File: src/hdl/ile_pkg.sv
// Indexed list engine package: opcodes, status codes, cell commands, FSM states.
// No dependencies; imported by all hdl modules of the block.
package ile_pkg;

  localparam int IDX_BITS = 10;  // cell index width, covers capacities up to 1024

  typedef enum logic [2:0] {
    OP_PUSH   = 3'd0,
    OP_POP    = 3'd1,
    OP_INSERT = 3'd2,
    OP_SET    = 3'd3,
    OP_DELETE = 3'd4,
    OP_CLEAR  = 3'd5
  } opcode_t;

  typedef enum logic [1:0] {
    STAT_OK     = 2'd0,
    STAT_NOROOM = 2'd1,
    STAT_EMPTY  = 2'd2
  } status_t;

  typedef enum logic [1:0] {
    CM_HOLD,
    CM_WRITE,
    CM_INSERT,
    CM_SHIFT
  } cell_mode_t;

  typedef enum logic {
    S_IDLE,
    S_SHIFT
  } state_t;

  // broadcast to every cell
  typedef struct packed {
    cell_mode_t            mode;
    logic [IDX_BITS-1:0]   pos;  // target index / first index of shift
    logic [IDX_BITS-1:0]   lo;   // first index of zero fill
  } cell_cmd_t;

endpackage

File: src/hdl/ile_ctrl.sv
// Indexed list engine controller: handshake, length register, opcode decode,
// delete shift sequencer and result register. Depends on ile_pkg.
module ile_ctrl import ile_pkg::*; #(
  parameter int CAPACITY   = 64,
  parameter int VALUE_BITS = 32,
  parameter int IW         = 6
) (
  input  logic                  clk,
  input  logic                  rst,
  input  logic                  s_tvalid,
  output logic                  s_tready,
  input  logic [55:0]           s_tdata,
  output logic                  m_tvalid,
  input  logic                  m_tready,
  output logic [47:0]           m_tdata,
  output logic [IW-1:0]         rd_index,
  input  logic [VALUE_BITS-1:0] rd_data,
  output cell_cmd_t             cmd,
  output logic [VALUE_BITS-1:0] value
);

  localparam int LEN_W = $clog2(CAPACITY + 1);
  localparam int CW    = (LEN_W > 7 ? LEN_W : 7) + 1;
  localparam logic [CW-1:0] CAP_X = CW'(CAPACITY);

  state_t state, state_next;
  logic [LEN_W-1:0] used, used_next;
  logic [6:0] shift_left, shift_left_next;
  logic [IDX_BITS-1:0] shift_pos, shift_pos_next;
  logic [1:0] status_out;
  logic [31:0] popped_out;
  logic [6:0] length_out;

  opcode_t op;
  logic [6:0] pos, cnt;
  logic [CW-1:0] pos_x, cnt_x, used_x;
  logic accept;
  status_t status;
  logic [31:0] popped;

  assign op     = opcode_t'(s_tdata[2:0]);
  assign pos    = s_tdata[9:3];
  assign value  = VALUE_BITS'(s_tdata[41:10]);
  assign cnt    = s_tdata[48:42];
  assign pos_x  = CW'(pos);
  assign cnt_x  = CW'(cnt);
  assign used_x = CW'(used);

  assign s_tready = (state == S_IDLE) && (!m_tvalid || m_tready);
  assign accept   = s_tvalid && s_tready;
  assign rd_index = IW'(used - LEN_W'(1));
  assign m_tdata  = {7'd0, length_out, popped_out, status_out};

  always_comb begin
    state_next      = state;
    used_next       = used;
    shift_left_next = shift_left;
    shift_pos_next  = shift_pos;
    status          = STAT_OK;
    popped          = '0;
    cmd.mode        = CM_HOLD;
    cmd.pos         = shift_pos;
    cmd.lo          = shift_pos;
    case (state)
      S_IDLE: begin
        if (accept) begin
          case (op)
            OP_PUSH: begin
              if (used_x >= CAP_X) begin
                status = STAT_NOROOM;
              end else begin
                cmd.mode  = CM_WRITE;
                cmd.pos   = IDX_BITS'(used);
                cmd.lo    = IDX_BITS'(used);
                used_next = used + LEN_W'(1);
              end
            end
            OP_POP: begin
              if (used == '0) begin
                status = STAT_EMPTY;
              end else begin
                used_next = used - LEN_W'(1);
                popped    = 32'(rd_data);
              end
            end
            OP_INSERT, OP_SET: begin
              if (pos_x >= used_x) begin
                if (pos_x >= CAP_X) begin
                  status = STAT_NOROOM;
                end else begin
                  cmd.mode  = CM_WRITE;
                  cmd.pos   = IDX_BITS'(pos);
                  cmd.lo    = IDX_BITS'(used);
                  used_next = LEN_W'(pos_x + CW'(1));
                end
              end else if (op == OP_SET) begin
                cmd.mode = CM_WRITE;
                cmd.pos  = IDX_BITS'(pos);
                cmd.lo   = IDX_BITS'(pos);
              end else if (used_x >= CAP_X) begin
                status = STAT_NOROOM;
              end else begin
                cmd.mode  = CM_INSERT;
                cmd.pos   = IDX_BITS'(pos);
                cmd.lo    = IDX_BITS'(pos);
                used_next = used + LEN_W'(1);
              end
            end
            OP_DELETE: begin
              if (pos_x < used_x && cnt != '0) begin
                if (pos_x + cnt_x >= used_x) begin
                  used_next = LEN_W'(pos_x);
                end else begin
                  used_next       = LEN_W'(used_x - cnt_x);
                  cmd.mode        = CM_SHIFT;
                  cmd.pos         = IDX_BITS'(pos);
                  cmd.lo          = IDX_BITS'(pos);
                  shift_pos_next  = IDX_BITS'(pos);
                  shift_left_next = cnt - 7'd1;
                  if (cnt != 7'd1) begin
                    state_next = S_SHIFT;
                  end
                end
              end
            end
            OP_CLEAR: begin
              used_next = '0;
            end
            default: begin
            end
          endcase
        end
      end
      S_SHIFT: begin
        cmd.mode        = CM_SHIFT;
        shift_left_next = shift_left - 7'd1;
        if (shift_left == 7'd1) begin
          state_next = S_IDLE;
        end
      end
      default: begin
        state_next = S_IDLE;
      end
    endcase
  end

  always_ff @(posedge clk) begin
    if (rst) begin
      state    <= S_IDLE;
      used     <= '0;
      m_tvalid <= 1'b0;
    end else begin
      state <= state_next;
      used  <= used_next;
      if (accept) begin
        m_tvalid <= 1'b1;
      end else if (m_tready) begin
        m_tvalid <= 1'b0;
      end
    end
  end

  always_ff @(posedge clk) begin
    shift_left <= shift_left_next;
    shift_pos  <= shift_pos_next;
    if (accept) begin
      status_out <= status;
      popped_out <= popped;
      length_out <= 7'(used_next);
    end
  end

endmodule

File: config.mk
export PLATFORM = sky130hd
export DESIGN_NAME = ile_ctrl
export DESIGN_NICKNAME = d
export VERILOG_FILES = /design/src/hdl/ile_pkg.sv /design/src/hdl/ile_ctrl.sv
export SDC_FILE = /design/constraint.sdc
export NUM_CORES = 1
export LEC_CHECK = 0
export ABC_AREA = 1
export BUFFER_PORTS_ARGS = -buffer_cell sky130_fd_sc_hd__buf_2
export CAP_MARGIN = 20
export CORE_UTILIZATION = 47
export CTS_CLUSTER_DIAMETER = 60
export DETAILED_ROUTE_END_ITERATION = 12
export PLACE_DENSITY = 0.79
export REMOVE_ABC_BUFFERS = 1
export SLEW_MARGIN = 20
export SYNTH_ARGS = -nofsm -noshare
export SYNTH_HDL_FRONTEND = slang
export SYNTH_SLANG_ARGS = --single-unit
File: constraint.sdc
create_clock -name clk -period 3.9 [get_ports clk]
set_input_delay 0.78 -clock clk [delete_from_list [all_inputs] [get_ports clk]]
set_output_delay 0.78 -clock clk [all_outputs]
set_load 0.02 [all_outputs]
==> results.json <==
{
  "status": "complete, but fails checks",
  "violations": "setup timing",
  "final_cell_area_mm2": 0.00702,
  "synth_enable_flop_cells": 55,
  "top_usage_layer": "met2",
  "cp.required_ns": 3.12,
  "clock_skew_ns": 0.00594,
  "synth_area_leaders": "edfxtp_1, nand2_1, inv_1",
  "yosysWarningCount": 0,
  "setup_viol": 16,
  "place_area_mm2": 0.00641,
  "antennaDiodeCount": 0,
  "drt_iter0_drc": 492,
  "cts_root_buf": "clkbuf_16",
  "via_count": 5863,
  "core_area_mm2": 0.0120,
  "track_usage": 0.288,
  "final_hold_viol_count": 0,
  "async_flop_share": 0,
  "synthMuxAreaShare": 0.00174,
  "port-buffer-count": 117,
  "ir_drop_v": 0.000177,
  "num_rows": 40,
  "cp_cell_sequence": "buf_8 > ha_4 > fa_2 > nand3_2 > nand2_2 > nand2_2 > nand2_2 > a21oi_2 > xnor2_1 > ha_1 > nand2_1 > nand2_1 > a31oi_1 > nand2_1 > nor2_4 > nand3_4 > nor2_4 > inv_2 > nand3_2 > nand2_1 > nand2_1 > buf_6",
  "firstDrtPassIters": 5,
  "synth_seq_cells": 64,
  "path_common_cell": "nand2_1",
  "grtUsageMet2": 0.437,
  "grtUsageMet3": 0.122,
  "r2r_slack_ns": 0.80,
  "dieArea_mm2": 0.0127,
  "critPathKind": "in2out",
  "yosysTopAreaCellShare": 0.287,
  "synth_flop_cell": "edfxtp_1",
  "grt_overflow_total": 0,
  "drive_gt1_frac": 0.256,
  "synthCells": 827,
  "crit_fanout": 5,
  "fillers": 1065,
  "gp_congestion": 0.930,
  "regArea_mm2": 0.00183,
  "syn_area_mm2": 0.00575,
  "synth.most_common_cell": "nand2_1",
  "fmax_mhz": 236,
  "synth_top_family_by_area": "simple AND/OR/NAND/NOR gates",
  "cts_tree": "yes",
  "start_util": 0.481,
  "fin_ws_ns": -0.330,
  "slew_headroom": 0.329,
  "fin_crit_sh": 1.08,
  "startpoint_type": "primary input",
  "min_period_ns": 4.23,
  "hold_class": "reg2reg",
  "clock_sinks": 64,
  "cts.path.max_buffers": 2,
  "drc_errors": 0,
  "synth.distinct_cells": 44,
  "startpoint": "s_tdata[3]",
  "drv_slew": 0,
  "dp_hpwl_mm": 12.9,
  "grt_pass1_wl_mm": 27.9,
  "grt_max_degree": 44,
  "p_per_area_mw_per_mm2": 357,
  "avgSynthCellArea_um2": 6.95,
  "synth_xor_area_frac": 0.0320,
  "whs_endpoint": "m_tvalid",
  "reg2regPathDepth": 14,
  "synth_common_cells": "nand2_1, inv_1, nor2_1",
  "p_leak_nw": 3.65,
  "io_pins": 202,
  "wl_per_cell_um": 16.2,
  "pre_cts_ws_ns": -0.547,
  "die_height_um": 113,
  "drt-total-wl_mm": 17.8,
  "grt_use_met1": 0.341,
  "postRouteAntennaNets": 0,
  "endpoint_kind": "output port",
  "cts_inserted_buffers": 9,
  "grt_setup_unrepaired": "true",
  "critical_path_arrival_ns": 3.45,
  "clock_latency_ns": 0.34,
  "drv_cap": 0,
  "r2r-start": "used[1]",
  "nets": 1076,
  "yosysTopAreaCell": "edfxtp_1",
  "cp_slowest_cell": "fa_2",
  "syn_to_final_growth_pct": 22.1,
  "seq_area_frac_synth": 0.319,
  "htreeDepth": 3,
  "hold_depth": 4,
  "multi_input_area_mm2": 0.00317,
  "path_clk_slew_ns": 0.05,
  "synth-simple-area-share": 0.291,
  "min_from": "m_tvalid",
  "grt_pass1_vias": 5526,
  "synthAdderAreaFrac": 0.0853,
  "synth_compound_area_frac": 0.103,
  "critical_path.max_stage_delay_ns": 0.34,
  "worst_pin_slew_ns": 1.00,
  "reg2reg_to": "shift_left[5]",
  "antenna_found_initial": 0,
  "dieWidth_um": 113,
  "avgViaCountPerCell": 5.34
}
[final cells by class]
cell class | count | area share
Multi-Input combinational cell | 574 | 0.452
Sequential cell | 64 | 0.261
Timing Repair Buffer | 165 | 0.148
Inverter | 132 | 0.0706
Clock buffer | 9 | 0.0321
Tap cell | 147 | 0.0262
Clock inverter | 7 | 0.0102
[state kept, by name, indices dropped and copies added, names as in the netlist]
name and cells:
status_out 2, used 7, state 1, popped_out 32
shift_pos 7, shift_left 7, length_out 7, m_tvalid 1
[critical path, delay by kind of cell]
kind | cells | cell delay [ns]
simple gates | 13 | 1.18
compound gates | 2 | 0.27
xor+xnor | 1 | 0.14
fa+ha+maj | 3 | 0.77
buf+inv | 3 | 0.29
[cells by family after synthesis]
group                    count (synthesis)
AND/OR/NAND/NOR                        393
XOR/XNOR                                21
multiplexers                             1
AO/OA/AOI/OAI                          107
buffers and inverters                  202
adder cells (fa/ha/maj)                 38
flip-flops                              64
other                                    1
[timing repair]
action | CTS | global route
pin swaps | 25 | 22
setup endpoints to repair | 16 | 16
hold buffers | 0 | 0
cloned | 1 | 0
gates resized for setup | 47 | 27
setup buffers | 3 | 2
[per-stage QoR]
step	util	setup TNS [ns]	std cells	power (mW)	hold slack (ns)
after floorplan	-	-6.37	769	1.35	0.568
after CTS	0.577	-4.58	1096	2.49	0.635
after global placement	0.536	-7.60	1076	1.62	0.621
after global routing	0.587	-6.98	1098	2.65	0.710
after detailed placement	0.536	-10.03	1076	1.63	0.614
final	0.587	-4.57	1098	2.50	0.643
[worst max-delay path by stage]
stage	end	slack [ns]
after floorplan	cmd[11]	-0.42
after global placement	cmd[20]	-0.46
after detailed placement	cmd[20]	-0.55
after CTS	cmd[12]	-0.31
after global routing	cmd[20]	-0.50
final	cmd[20]	-0.33
[placed cells by master (no fill, tap or decap), types with 3 or more instances in the layout]
cell type,netlist,final
a21oi_1,43,35
a21oi_2,4,12
a31oi_1,6,6
buf_2,15,99
buf_4,47,54
buf_6,2,11
clkbuf_16,0,9
conb_1,1,13
dfxtp_1,9,9
edfxtp_1,55,55
ha_1,36,35
inv_1,123,121
inv_2,8,10
nand2_1,227,215
nand2_2,0,12
nand3_1,54,43
nand3_2,3,12
nand3_4,0,3
nand4_1,8,8
nor2_1,80,80
nor2_4,2,4
nor3_1,3,3
o211ai_1,5,5
o21ai_0,34,33
o21ai_1,5,6
o22ai_1,6,6
xnor2_1,9,9
xor2_1,12,12
[metal layers]
layer	vias to the layer above	share of wire
met5	-	0.0021
met3	62	0.13
met2	357	0.43
met1	2618	0.39
met4	2	0.042
li1	2824	-
[power by group]
part | internal, mW | switching [mW]
combinational | 0.316 | 0.572
clock | 0.494 | 0.307
sequential | 0.792 | 0.0204
total | 1.60 | 0.900
(Power assumes the default switching activity.)
