--- src/hdl/ile_pkg.sv ---
// Indexed list engine package: opcodes, status codes, cell commands, FSM states.
// No dependencies; imported by all hdl modules of the block.
package ile_pkg;

  localparam int IDX_BITS = 10;  // cell index width, covers capacities up to 1024

  typedef enum logic [2:0] {
    OP_PUSH   = 3'd0,
    OP_POP    = 3'd1,
    OP_INSERT = 3'd2,
    OP_SET    = 3'd3,
    OP_DELETE = 3'd4,
    OP_CLEAR  = 3'd5
  } opcode_t;

  typedef enum logic [1:0] {
    STAT_OK     = 2'd0,
    STAT_NOROOM = 2'd1,
    STAT_EMPTY  = 2'd2
  } status_t;

  typedef enum logic [1:0] {
    CM_HOLD,
    CM_WRITE,
    CM_INSERT,
    CM_SHIFT
  } cell_mode_t;

  typedef enum logic {
    S_IDLE,
    S_SHIFT
  } state_t;

  // broadcast to every cell
  typedef struct packed {
    cell_mode_t            mode;
    logic [IDX_BITS-1:0]   pos;  // target index / first index of shift
    logic [IDX_BITS-1:0]   lo;   // first index of zero fill
  } cell_cmd_t;

endpackage

--- src/hdl/ile_cell.sv ---
// One list entry of the cell chain: write, zero fill, shift up from the left
// neighbor or shift down from the right neighbor. Depends on ile_pkg.
module ile_cell import ile_pkg::*; #(
  parameter int VALUE_BITS = 32,
  parameter int INDEX      = 0
) (
  input  logic                  clk,
  input  cell_cmd_t             cmd,
  input  logic [VALUE_BITS-1:0] value,
  input  logic [VALUE_BITS-1:0] left,
  input  logic [VALUE_BITS-1:0] right,
  output logic [VALUE_BITS-1:0] data
);

  localparam logic [IDX_BITS-1:0] IDX = IDX_BITS'(INDEX);

  always_ff @(posedge clk) begin
    case (cmd.mode)
      CM_WRITE: begin
        if (IDX == cmd.pos) begin
          data <= value;
        end else if (IDX >= cmd.lo && IDX < cmd.pos) begin
          data <= '0;
        end
      end
      CM_INSERT: begin
        if (IDX == cmd.pos) begin
          data <= value;
        end else if (IDX > cmd.pos) begin
          data <= left;
        end
      end
      CM_SHIFT: begin
        if (IDX >= cmd.pos) begin
          data <= right;
        end
      end
      default: begin
        data <= data;
      end
    endcase
  end

endmodule

--- config.mk ---
export PLATFORM = sky130hd
export DESIGN_NAME = ile_cell
export DESIGN_NICKNAME = d
export VERILOG_FILES = /design/src/hdl/ile_pkg.sv /design/src/hdl/ile_cell.sv
export SDC_FILE = /design/constraint.sdc
export NUM_CORES = 1
export LEC_CHECK = 0
export ABC_AREA = 1
export BUFFER_PORTS_ARGS = -buffer_cell sky130_fd_sc_hd__buf_2
export CORE_MARGIN = 1.5
export CORE_UTILIZATION = 40
export DETAILED_ROUTE_END_ITERATION = 8
export PLACE_DENSITY = 0.85
export REMOVE_ABC_BUFFERS = 1
export SETUP_SLACK_MARGIN = 0.5
export SLEW_MARGIN = 30
export SYNTH_ARGS = -nofsm -noshare
export SYNTH_HDL_FRONTEND = slang
export SYNTH_SLANG_ARGS = --single-unit
--- constraint.sdc ---
create_clock -name clk -period 7.56 [get_ports clk]
set_input_delay 1.512 -clock clk [delete_from_list [all_inputs] [get_ports clk]]
set_output_delay 1.512 -clock clk [all_outputs]
set_load 0.01 [all_outputs]
==> results of run 1 <==
-- cells in the mapped netlist --
cell	number	area share
buf_1	3	0.0044
buf_4	6	0.018
nand4_1	31	0.076
buf_6	3	0.013
clkbuf_1	3	0.0044
nand2_4	1	0.0044
inv_2	3	0.0044
nor3b_1	1	0.0029
nor2_4	2	0.0088
or2_2	1	0.0024
nand2_1	166	0.24
nor3_1	1	0.0020
inv_1	98	0.14
nor2_1	8	0.012
buf_2	6	0.012
nand3_1	34	0.067
edfxtp_1	32	0.38
nor2_2	2	0.0049
a21oi_1	1	0.0020
-- cells by family (layout without fill, tap and decap cells) --
kind of cell,after synthesis,count (layout),share of synthesized area
buf+inv,122,261,0.1995
compound gates,1,1,0.001954
flops,32,32,0.3755
simple gates,247,247,0.4230
-- worst max-delay path, cell delays in order --
cell and delay (ps):
buf_2 100, nor2_1 160, inv_2 60, nor2_4 600, nand2_4 420, a21oi_4 640
buf_16 240
-- routing by layer --
metal,up-vias,routed length [um]
met2,131,3636
met3,4,536
met1,1283,2916
li1,1495,-
met5,-,0
met4,0,59
-- where the power goes --
group / switching [mW] / internal, mW / leakage, nW
logic: 0.0408 / 0.0357 / 1.67
registers: 0.0000643 / 0.196 / 0.249
clock network: 0.0605 / 0.0607 / 0.0391
-- worst max path at each step --
stage / start / end / cells past startpoint / slack (ps)
CTS: cmd[14] / data[20] / 7 / 3820
global route: cmd[19] / data[20] / 7 / 3540
global placement: cmd[14] / data[3] / 6 / 3410
floorplan: cmd[14] / data[0] / 5 / 3040
detailed placement: cmd[14] / data[29] / 7 / 3510
finish: cmd[14] / data[12] / 7 / 3780
-- final cells by class --
class | instances | area share
Multi-Input combinational cell | 248 | 0.3229
Sequential cell | 32 | 0.2825
Timing Repair Buffer | 153 | 0.2332
Inverter | 101 | 0.1114
Tap cell | 75 | 0.02758
Clock buffer | 5 | 0.02023
Clock inverter | 2 | 0.002207
==> metrics, run 1 <==
port buffer count 150; met2 Use GR 0.3991; pre-CTS WS 3513 ps; synthesis-stage register bit count 32; status completed; P_leak 1.962 nW; setup TNS 0 ps; fin worst setup slack 3781 ps; Pwr Density 115.8 mW/mm^2; synth unique cells 19; Finished Core Util 0.5613; first-pass GRT wire length 12,070 um; die width 82.98 um; RSZ-0062 raised after global routing false; Mean Syn Cell Area 6.365 sq um; clk buf depth 2; fill count 617; Critical Path AT 3760 ps; core area 0.006061 sq mm; Root Buffer clkbuf_8; 1st-iter DRT viols 128; final hold vios 0; met1 usage 0.2275; GRT met3 Usage 0.04274; yosys warns 0; register area 960.9 sq um; Hold Crit Start right[6]; Core Rows 28; vias in the first global route 2,840; Multi-input gate area 0.001099 sq mm; wire length per cell 11.61 um; Design Power 0.3940 mW; die height 82.98 um; hold slack 1514 ps; Top Usage Layer GRT met2; DRC viols 0; Final period util 0.4998; actual slew at the worst max-slew pin 768.4 ps; clock-pin slew on the worst setup and hold paths 70 ps; GRT overflow 0; hold path endpoint data[6]; WHS Path Cells 3; largest registers data (32); Area Overhead vs Synth 32.96%; post-CTS sizing 0; Initial DRT Pass Iterations 4; initial antenna violation count 0; Final Max Slew Viols 0; register bank with the most flops data; CP required 7550 ps; worst hold path type input port to flip-flop; Finished Layout Cells 616; sequential fraction of the synthesis area 0.3756; Placed Area 0.003326 sq mm; DRT Wirelength 7149 um; synthesized cell area 0.002559 sq mm; H-tree Lvls 2; Rel. slew slack 0.4865; Max Fclk 264.6 MHz; largest net degree at the start of global routing 34; Syn Inst Count 402; post-CTS setup buffer count 0; Num CTS Buffers 5; Num Clock Sinks 32; Crit Path Class input port to flip-flop; vias post-DR 2,913; Vias/cell 4.729; Final GP Congestion 0.8128; CP endpoint kind flip-flop; IO Count 151; max reg flops 32; Detailed Place HPWL 5251 um; final net count 660; Hold-fix buffers, CTS 0; Setup-failing EPs final 0; Max-Cap Viols 0; Starting Density 0.4222; commonest non-fill, non-tap cells in the layout nand2_1 (166), buf_2 (150), inv_1 (98); antenna fix cells 0; CTS tree done; IR drop worst, VDD 61.19 uV; Final Instance Area 0.003402 sq mm; Startpoint Class input port; Placed Cells 609; crit-path max FO 33; Tmin final 3779 ps; most common cell after layout, fill and taps aside nand2_1; Routed Antenna Nets 0; global-route usage over all layers 0.2080; Die ar. 0.006886 sq mm; layout cells sized above 1 0.3105
Power figures use the tool's default switching activity.
==> inputs of run 2 (changes only) <==
--- a/config.mk
+++ b/config.mk
@@ -5,12 +5,12 @@
 export SDC_FILE = /design/constraint.sdc
 export NUM_CORES = 1
 export LEC_CHECK = 0
-export ABC_AREA = 1
+export ABC_AREA = 0
 export BUFFER_PORTS_ARGS = -buffer_cell sky130_fd_sc_hd__buf_2
 export CORE_MARGIN = 1.5
-export CORE_UTILIZATION = 40
+export CORE_UTILIZATION = 37
 export DETAILED_ROUTE_END_ITERATION = 8
-export PLACE_DENSITY = 0.85
+export PLACE_DENSITY = 0.87
 export REMOVE_ABC_BUFFERS = 1
 export SETUP_SLACK_MARGIN = 0.5
 export SLEW_MARGIN = 30
==> constraint.sdc (replaced) <==
create_clock -name clk -period 3.15 [get_ports clk]
set_input_delay 0.63 -clock clk [delete_from_list [all_inputs] [get_ports clk]]
set_output_delay 0.63 -clock clk [all_outputs]
set_load 0.01 [all_outputs]
==> metrics, run 2 <==
Num Clock Sinks 32 (unchanged); Startpoint Class input port; port buffer count 150 (unchanged); GRT overflow 0 (unchanged); P_leak 1.180 nW (-40%); CTS tree done; Initial DRT Pass Iterations 4 (unchanged); vias post-DR 2,195 (-25%); status completed; Starting Density 0.3834 (-0.03877); CP endpoint kind flip-flop; first-pass GRT wire length 9466 um (-22%); Vias/cell 5.354 (+13%); yosys warns 0 (unchanged); largest registers data (32); Finished Layout Cells 410 (-33%); Crit Path Class input port to flip-flop; largest area contributor in the netlist edfxtp_1; Num CTS Buffers 5 (unchanged); Critical Path AT 2200 ps (-1560 ps); Rel. slew slack 0.5580 (+0.07146); Max Fclk 480.3 MHz; EDFF count, synth 32 (unchanged); post-CTS setup buffer count 0 (unchanged); Final Max Slew Viols 0 (unchanged); DRT Wirelength 5907 um (-17%); sequential fraction of the synthesis area 0.4580 (+0.08241); final hold vios 0 (unchanged); RSZ-0062 raised after global routing false; commonest non-fill, non-tap cells in the layout buf_2 (150), nand2_1 (32), edfxtp_1 (32); Post-synth top flop edfxtp_1; most common cell after layout, fill and taps aside buf_2; global-route usage over all layers 0.1984 (-0.009589); IO Count 151 (unchanged); actual slew at the worst max-slew pin 663.1 ps (-105.4 ps); Pwr Density 315.1 mW/mm^2 (+170%); Routed Antenna Nets 0 (unchanged); Area Overhead vs Synth 42.22%; Final period util 0.6610; top-area cell type share of the netlist area 0.4580 (+0.08241); clock-pin slew on the worst setup and hold paths 60 ps (about the same); layout cells sized above 1 0.5917 (+0.2812); Post-synth top cells edfxtp_1 (32), nand2_1 (32), nand3_1 (31); Die ar. 0.006132 sq mm (-11%); 1st-iter DRT viols 122 (-4.7%); die width 78.31 um (-5.6%); max reg flops 32 (unchanged); Syn Inst Count 194 (-52%); Tmin final 2082 ps; Final GP Congestion 0.7551 (-7.1%); die height 78.31 um (-5.6%); initial antenna violation count 0 (unchanged); Setup-failing EPs final 0 (unchanged); Root Buffer clkbuf_8; IR drop worst, VDD 166.8 uV (+170%); Finished Core Util 0.5453 (-0.01605); worst hold path type input port to flip-flop; register bank with the most flops data; DRC viols 0 (unchanged); fill count 521 (-16%); WHS Path Cells 3 (unchanged); antenna fix cells 0 (unchanged); Design Power 0.9402 mW (+140%); Placed Cells 402 (-34%); Core Rows 27 (-3.6%); CP required 3260 ps (-4290 ps); Max-Cap Viols 0 (unchanged); final net count 456 (-31%); vias in the first global route 2,163 (-24%); synth top area cells edfxtp_1 (46%), a22oi_2 (9.5%), o211ai_2 (9.5%); Async S/R FF share, synth 0 (unchanged); setup TNS 0 ps (unchanged); post-CTS sizing 0 (unchanged); synthesis-stage register bit count 32 (unchanged); synthesized cell area 0.002098 sq mm (-18%); largest net degree at the start of global routing 35 (+2.9%); crit-path max FO 34 (+3.0%); H-tree Lvls 2 (unchanged); wire length per cell 14.41 um (+24%); Mean Syn Cell Area 10.82 sq um (+70%); core area 0.005473 sq mm (-9.7%); Detailed Place HPWL 4599 um (-12%); synth unique cells 22 (+3); Hold-fix buffers, CTS 0 (unchanged); clk buf depth 2 (unchanged)
-- run 2: cell types whose count changed in the layout (fill, tap and decap cells not counted), sizes merged, moves of 4 or more --
cell / change
nor4: +4
nand2: -135
a22oi: +31
inv: -100
buf: +4
o211ai: +32
nor2: -9
nand4: -31
-- run 2: cells by family after synthesis --
group / count (synthesis) / share of synthesized area
DFF: 32 / 0.4580
AOI/OAI and AO/OA: 65 / 0.3077
and+or+nand+nor: 75 / 0.1699
buffers and inverters: 22 / 0.06440
-- run 2: per-stage QoR --
step | worst slack (ps) | hold WS [ps] | instance area (sq um)
after global placement | 740.2 | 923.1 | 2877
after CTS | 1039 | 636.5 | 2984
after global routing | 930.9 | 652.4 | 2984
after floorplan | -1129 | 835.0 | 1967
final | 1068 | 643.9 | 2984
after detailed placement | 753.9 | 925.2 | 2904
-- run 2: critical path: stages --
cell	delay, ps
buf_2	100
nor4_2	390
and3_2	350
buf_4	380
a22oi_1	150
o211ai_1	180
-- run 2: layer usage --
metal | global-route usage | vias to the layer above | wire length [um]
met5 | 0 | - | 0
li1 | - | 1054 | -
met2 | 0.3661 | 131 | 3012
met3 | 0.04884 | 8 | 494
met4 | 0.07143 | 0 | 88
met1 | 0.2194 | 1002 | 2312
-- run 2: area by class of cell --
cell class | instances | area (sq um) | area share
Clock buffer | 7 | 76.32 | 0.02558
Clock inverter | 1 | 3.754 | 0.001258
Inverter | 1 | 3.754 | 0.001258
Multi-Input combinational cell | 140 | 1026 | 0.3438
Sequential cell | 32 | 960.9 | 0.3220
Tap cell | 72 | 90.09 | 0.03019
Timing Repair Buffer | 157 | 823.3 | 0.2759
-- run 2: path summary, 6_finish.rpt --
kind                     start        to  slack, ps
worst max-delay path   cmd[10]  data[10]       1070
worst min-delay path  right[5]   data[5]        640
-- run 2: report_power, final --
| part | total (mW) | switching, mW | internal (mW) |
|---|---|---|---|
| logic | 0.178 | 0.0862 | 0.0922 |
| registers | 0.471 | 0.000131 | 0.471 |
| clock network | 0.291 | 0.137 | 0.154 |
| total | 0.940 | 0.223 | 0.717 |
==> inputs of run 3 (changes only) <==
--- a/config.mk
+++ b/config.mk
@@ -5,12 +5,12 @@
 export SDC_FILE = /design/constraint.sdc
 export NUM_CORES = 1
 export LEC_CHECK = 0
-export ABC_AREA = 0
+export ABC_AREA = 1
 export BUFFER_PORTS_ARGS = -buffer_cell sky130_fd_sc_hd__buf_2
 export CORE_MARGIN = 1.5
-export CORE_UTILIZATION = 37
+export CORE_UTILIZATION = 40
 export DETAILED_ROUTE_END_ITERATION = 8
-export PLACE_DENSITY = 0.87
+export PLACE_DENSITY = 0.85
 export REMOVE_ABC_BUFFERS = 1
 export SETUP_SLACK_MARGIN = 0.5
 export SLEW_MARGIN = 30
==> constraint.sdc (replaced) <==
create_clock -name clk -period 2 [get_ports clk]
set_input_delay 0.4 -clock clk [delete_from_list [all_inputs] [get_ports clk]]
set_output_delay 0.4 -clock clk [all_outputs]
set_load 0.01 [all_outputs]
==> metrics, run 3 (synthesized netlist as in run 1, its figures left out) <==
status completed; Pwr Density 424.7 mW/mm^2 (+35%); vias post-DR 2,967 (+35%); final net count 668 (+46%); Root Buffer clkbuf_8; Max-Cap Viols 0 (unchanged); DRT Wirelength 7420 um (+26%); RSZ-0062 raised after global routing true; Routed Antenna Nets 0 (unchanged); Starting Density 0.4222 (+0.03877); setup TNS 0 ps (unchanged); Hold-fix buffers, CTS 0 (unchanged); Die ar. 0.006886 sq mm (+12%); GRT overflow 0 (unchanged); crit-path max FO 8 (-76%); max reg flops 32 (unchanged); clock-pin slew on the worst setup and hold paths 60 ps (about the same); WHS Path Cells 3 (unchanged); final hold vios 0 (unchanged); hold path endpoint data[6]; Final Max Slew Viols 0 (unchanged); DRC viols 0 (unchanged); die height 82.98 um (+6.0%); fill count 566 (+8.6%); Vias/cell 4.747 (-11%); layout cells sized above 1 0.3255 (-0.2663); Initial DRT Pass Iterations 4 (unchanged); fin worst setup slack 518.9 ps (-549.1 ps); Hold Crit Start right[6]; CP max stage delay 230 ps (-160 ps); P_leak 2.028 nW (+72%); crit-path cells buf_6, or2_4, nor3_2, nand2_1, a21oi_4, buf_12, clkbuf_16; global-route usage over all layers 0.2073 (+0.008929); Final GP Congestion 0.7913 (+4.8%); largest registers data (32); Critical Path AT 1470 ps (-730 ps); Rel. slew slack 0.6074 (+0.04941); 1st-iter DRT viols 103 (-16%); antenna fix cells 0 (unchanged); Worst Path Buf+Inv 3 (+1); commonest non-fill, non-tap cells in the layout nand2_1 (166), buf_2 (149), inv_1 (98); Num Clock Sinks 32 (unchanged); Num CTS Buffers 5 (unchanged); CP endpoint kind flip-flop; actual slew at the worst max-slew pin 588.1 ps (-74.96 ps); most common cell after layout, fill and taps aside nand2_1; Area Overhead vs Synth 38.63%; die width 82.98 um (+6.0%); core area 0.006061 sq mm (+11%); largest net degree at the start of global routing 33 (-5.7%); IO Count 151 (unchanged); Crit path max-delay family simple AND/OR/NAND/NOR gates; register bank with the most flops data; CP required 1990 ps (-1270 ps); IR drop worst, VDD 211.8 uV (+27%); H-tree Lvls 2 (unchanged); Setup-failing EPs final 0 (unchanged); Max Fclk 675.2 MHz; initial antenna violation count 0 (unchanged); port buffer count 150 (unchanged); Crit Path Class input port to flip-flop; vias in the first global route 2,822 (+30%); Final period util 0.7405; Crit-path slowest cell or2_4; wire length per cell 11.87 um (-18%); Tmin final 1481 ps; worst hold path type input port to flip-flop; CTS tree done; first-pass GRT wire length 12,000 um (+27%); Core Rows 28 (+3.7%); Startpoint Class input port; clk buf depth 2 (unchanged); pre-CTS WS 225.5 ps (-528.4 ps); Detailed Place HPWL 5126 um (+11%)
[run 3: final cells by class]
| class | instances | area (sq um) | area share |
|---|---|---|---|
| Sequential cell | 32 | 960.9 | 0.2709 |
| Clock buffer | 5 | 68.82 | 0.01940 |
| Inverter | 101 | 379.1 | 0.1069 |
| Multi-Input combinational cell | 248 | 1111 | 0.3132 |
| Tap cell | 75 | 93.84 | 0.02646 |
| Timing Repair Buffer | 161 | 919.6 | 0.2593 |
| Clock inverter | 3 | 13.76 | 0.003880 |
[run 3: how the worst max path moves through the flow]
stage	startpoint	endpoint	slack, ps	depth (start not counted)
floorplan	cmd[14]	data[0]	-1410	5
global placement	cmd[3]	data[0]	250	6
detailed placement	cmd[21]	data[20]	230	6
CTS	cmd[21]	data[8]	520	6
global route	cmd[1]	data[6]	470	7
finish	cmd[1]	data[31]	520	7
[run 3: stage by stage]
step | util | instances | instance area (sq um) | total power [mW] | hold WS [ps]
floorplan | - | 381 | 2427 | 0.8871 | 585.9
global placement | 0.5545 | 613 | 3361 | 1.036 | 681.3
detailed placement | 0.5545 | 613 | 3361 | 1.046 | 687.7
CTS | 0.5681 | 621 | 3443 | 1.516 | 397.3
global route | 0.5853 | 625 | 3547 | 1.583 | 423.7
finish | 0.5853 | 625 | 3547 | 1.507 | 406.3
[run 3: report_power, final]
part           internal (mW)  total, mW  switching (mW)
Combinational          0.140      0.296           0.156
Sequential             0.742      0.742        0.000249
Clock                  0.236      0.468           0.233
[run 3: tightest hold or removal path, delay by kind of cell]
family	cells	cell delay (ps)
and+or+nand+nor	2	100
buffers and inverters	1	80
[run 3: routing by layer]
metal,global-route usage,vias to the layer above,routed length [um]
met3,0.04473,8,527
li1,-,1513,-
met4,0.07424,0,85
met2,0.3888,133,3844
met1,0.2282,1313,2962
met5,0,-,0
[run 3: what timing repair did]
item / CTS / global route
setup endpoints to repair: 0 / 54
resized for setup: 0 / 5
setup buffers: 0 / 1
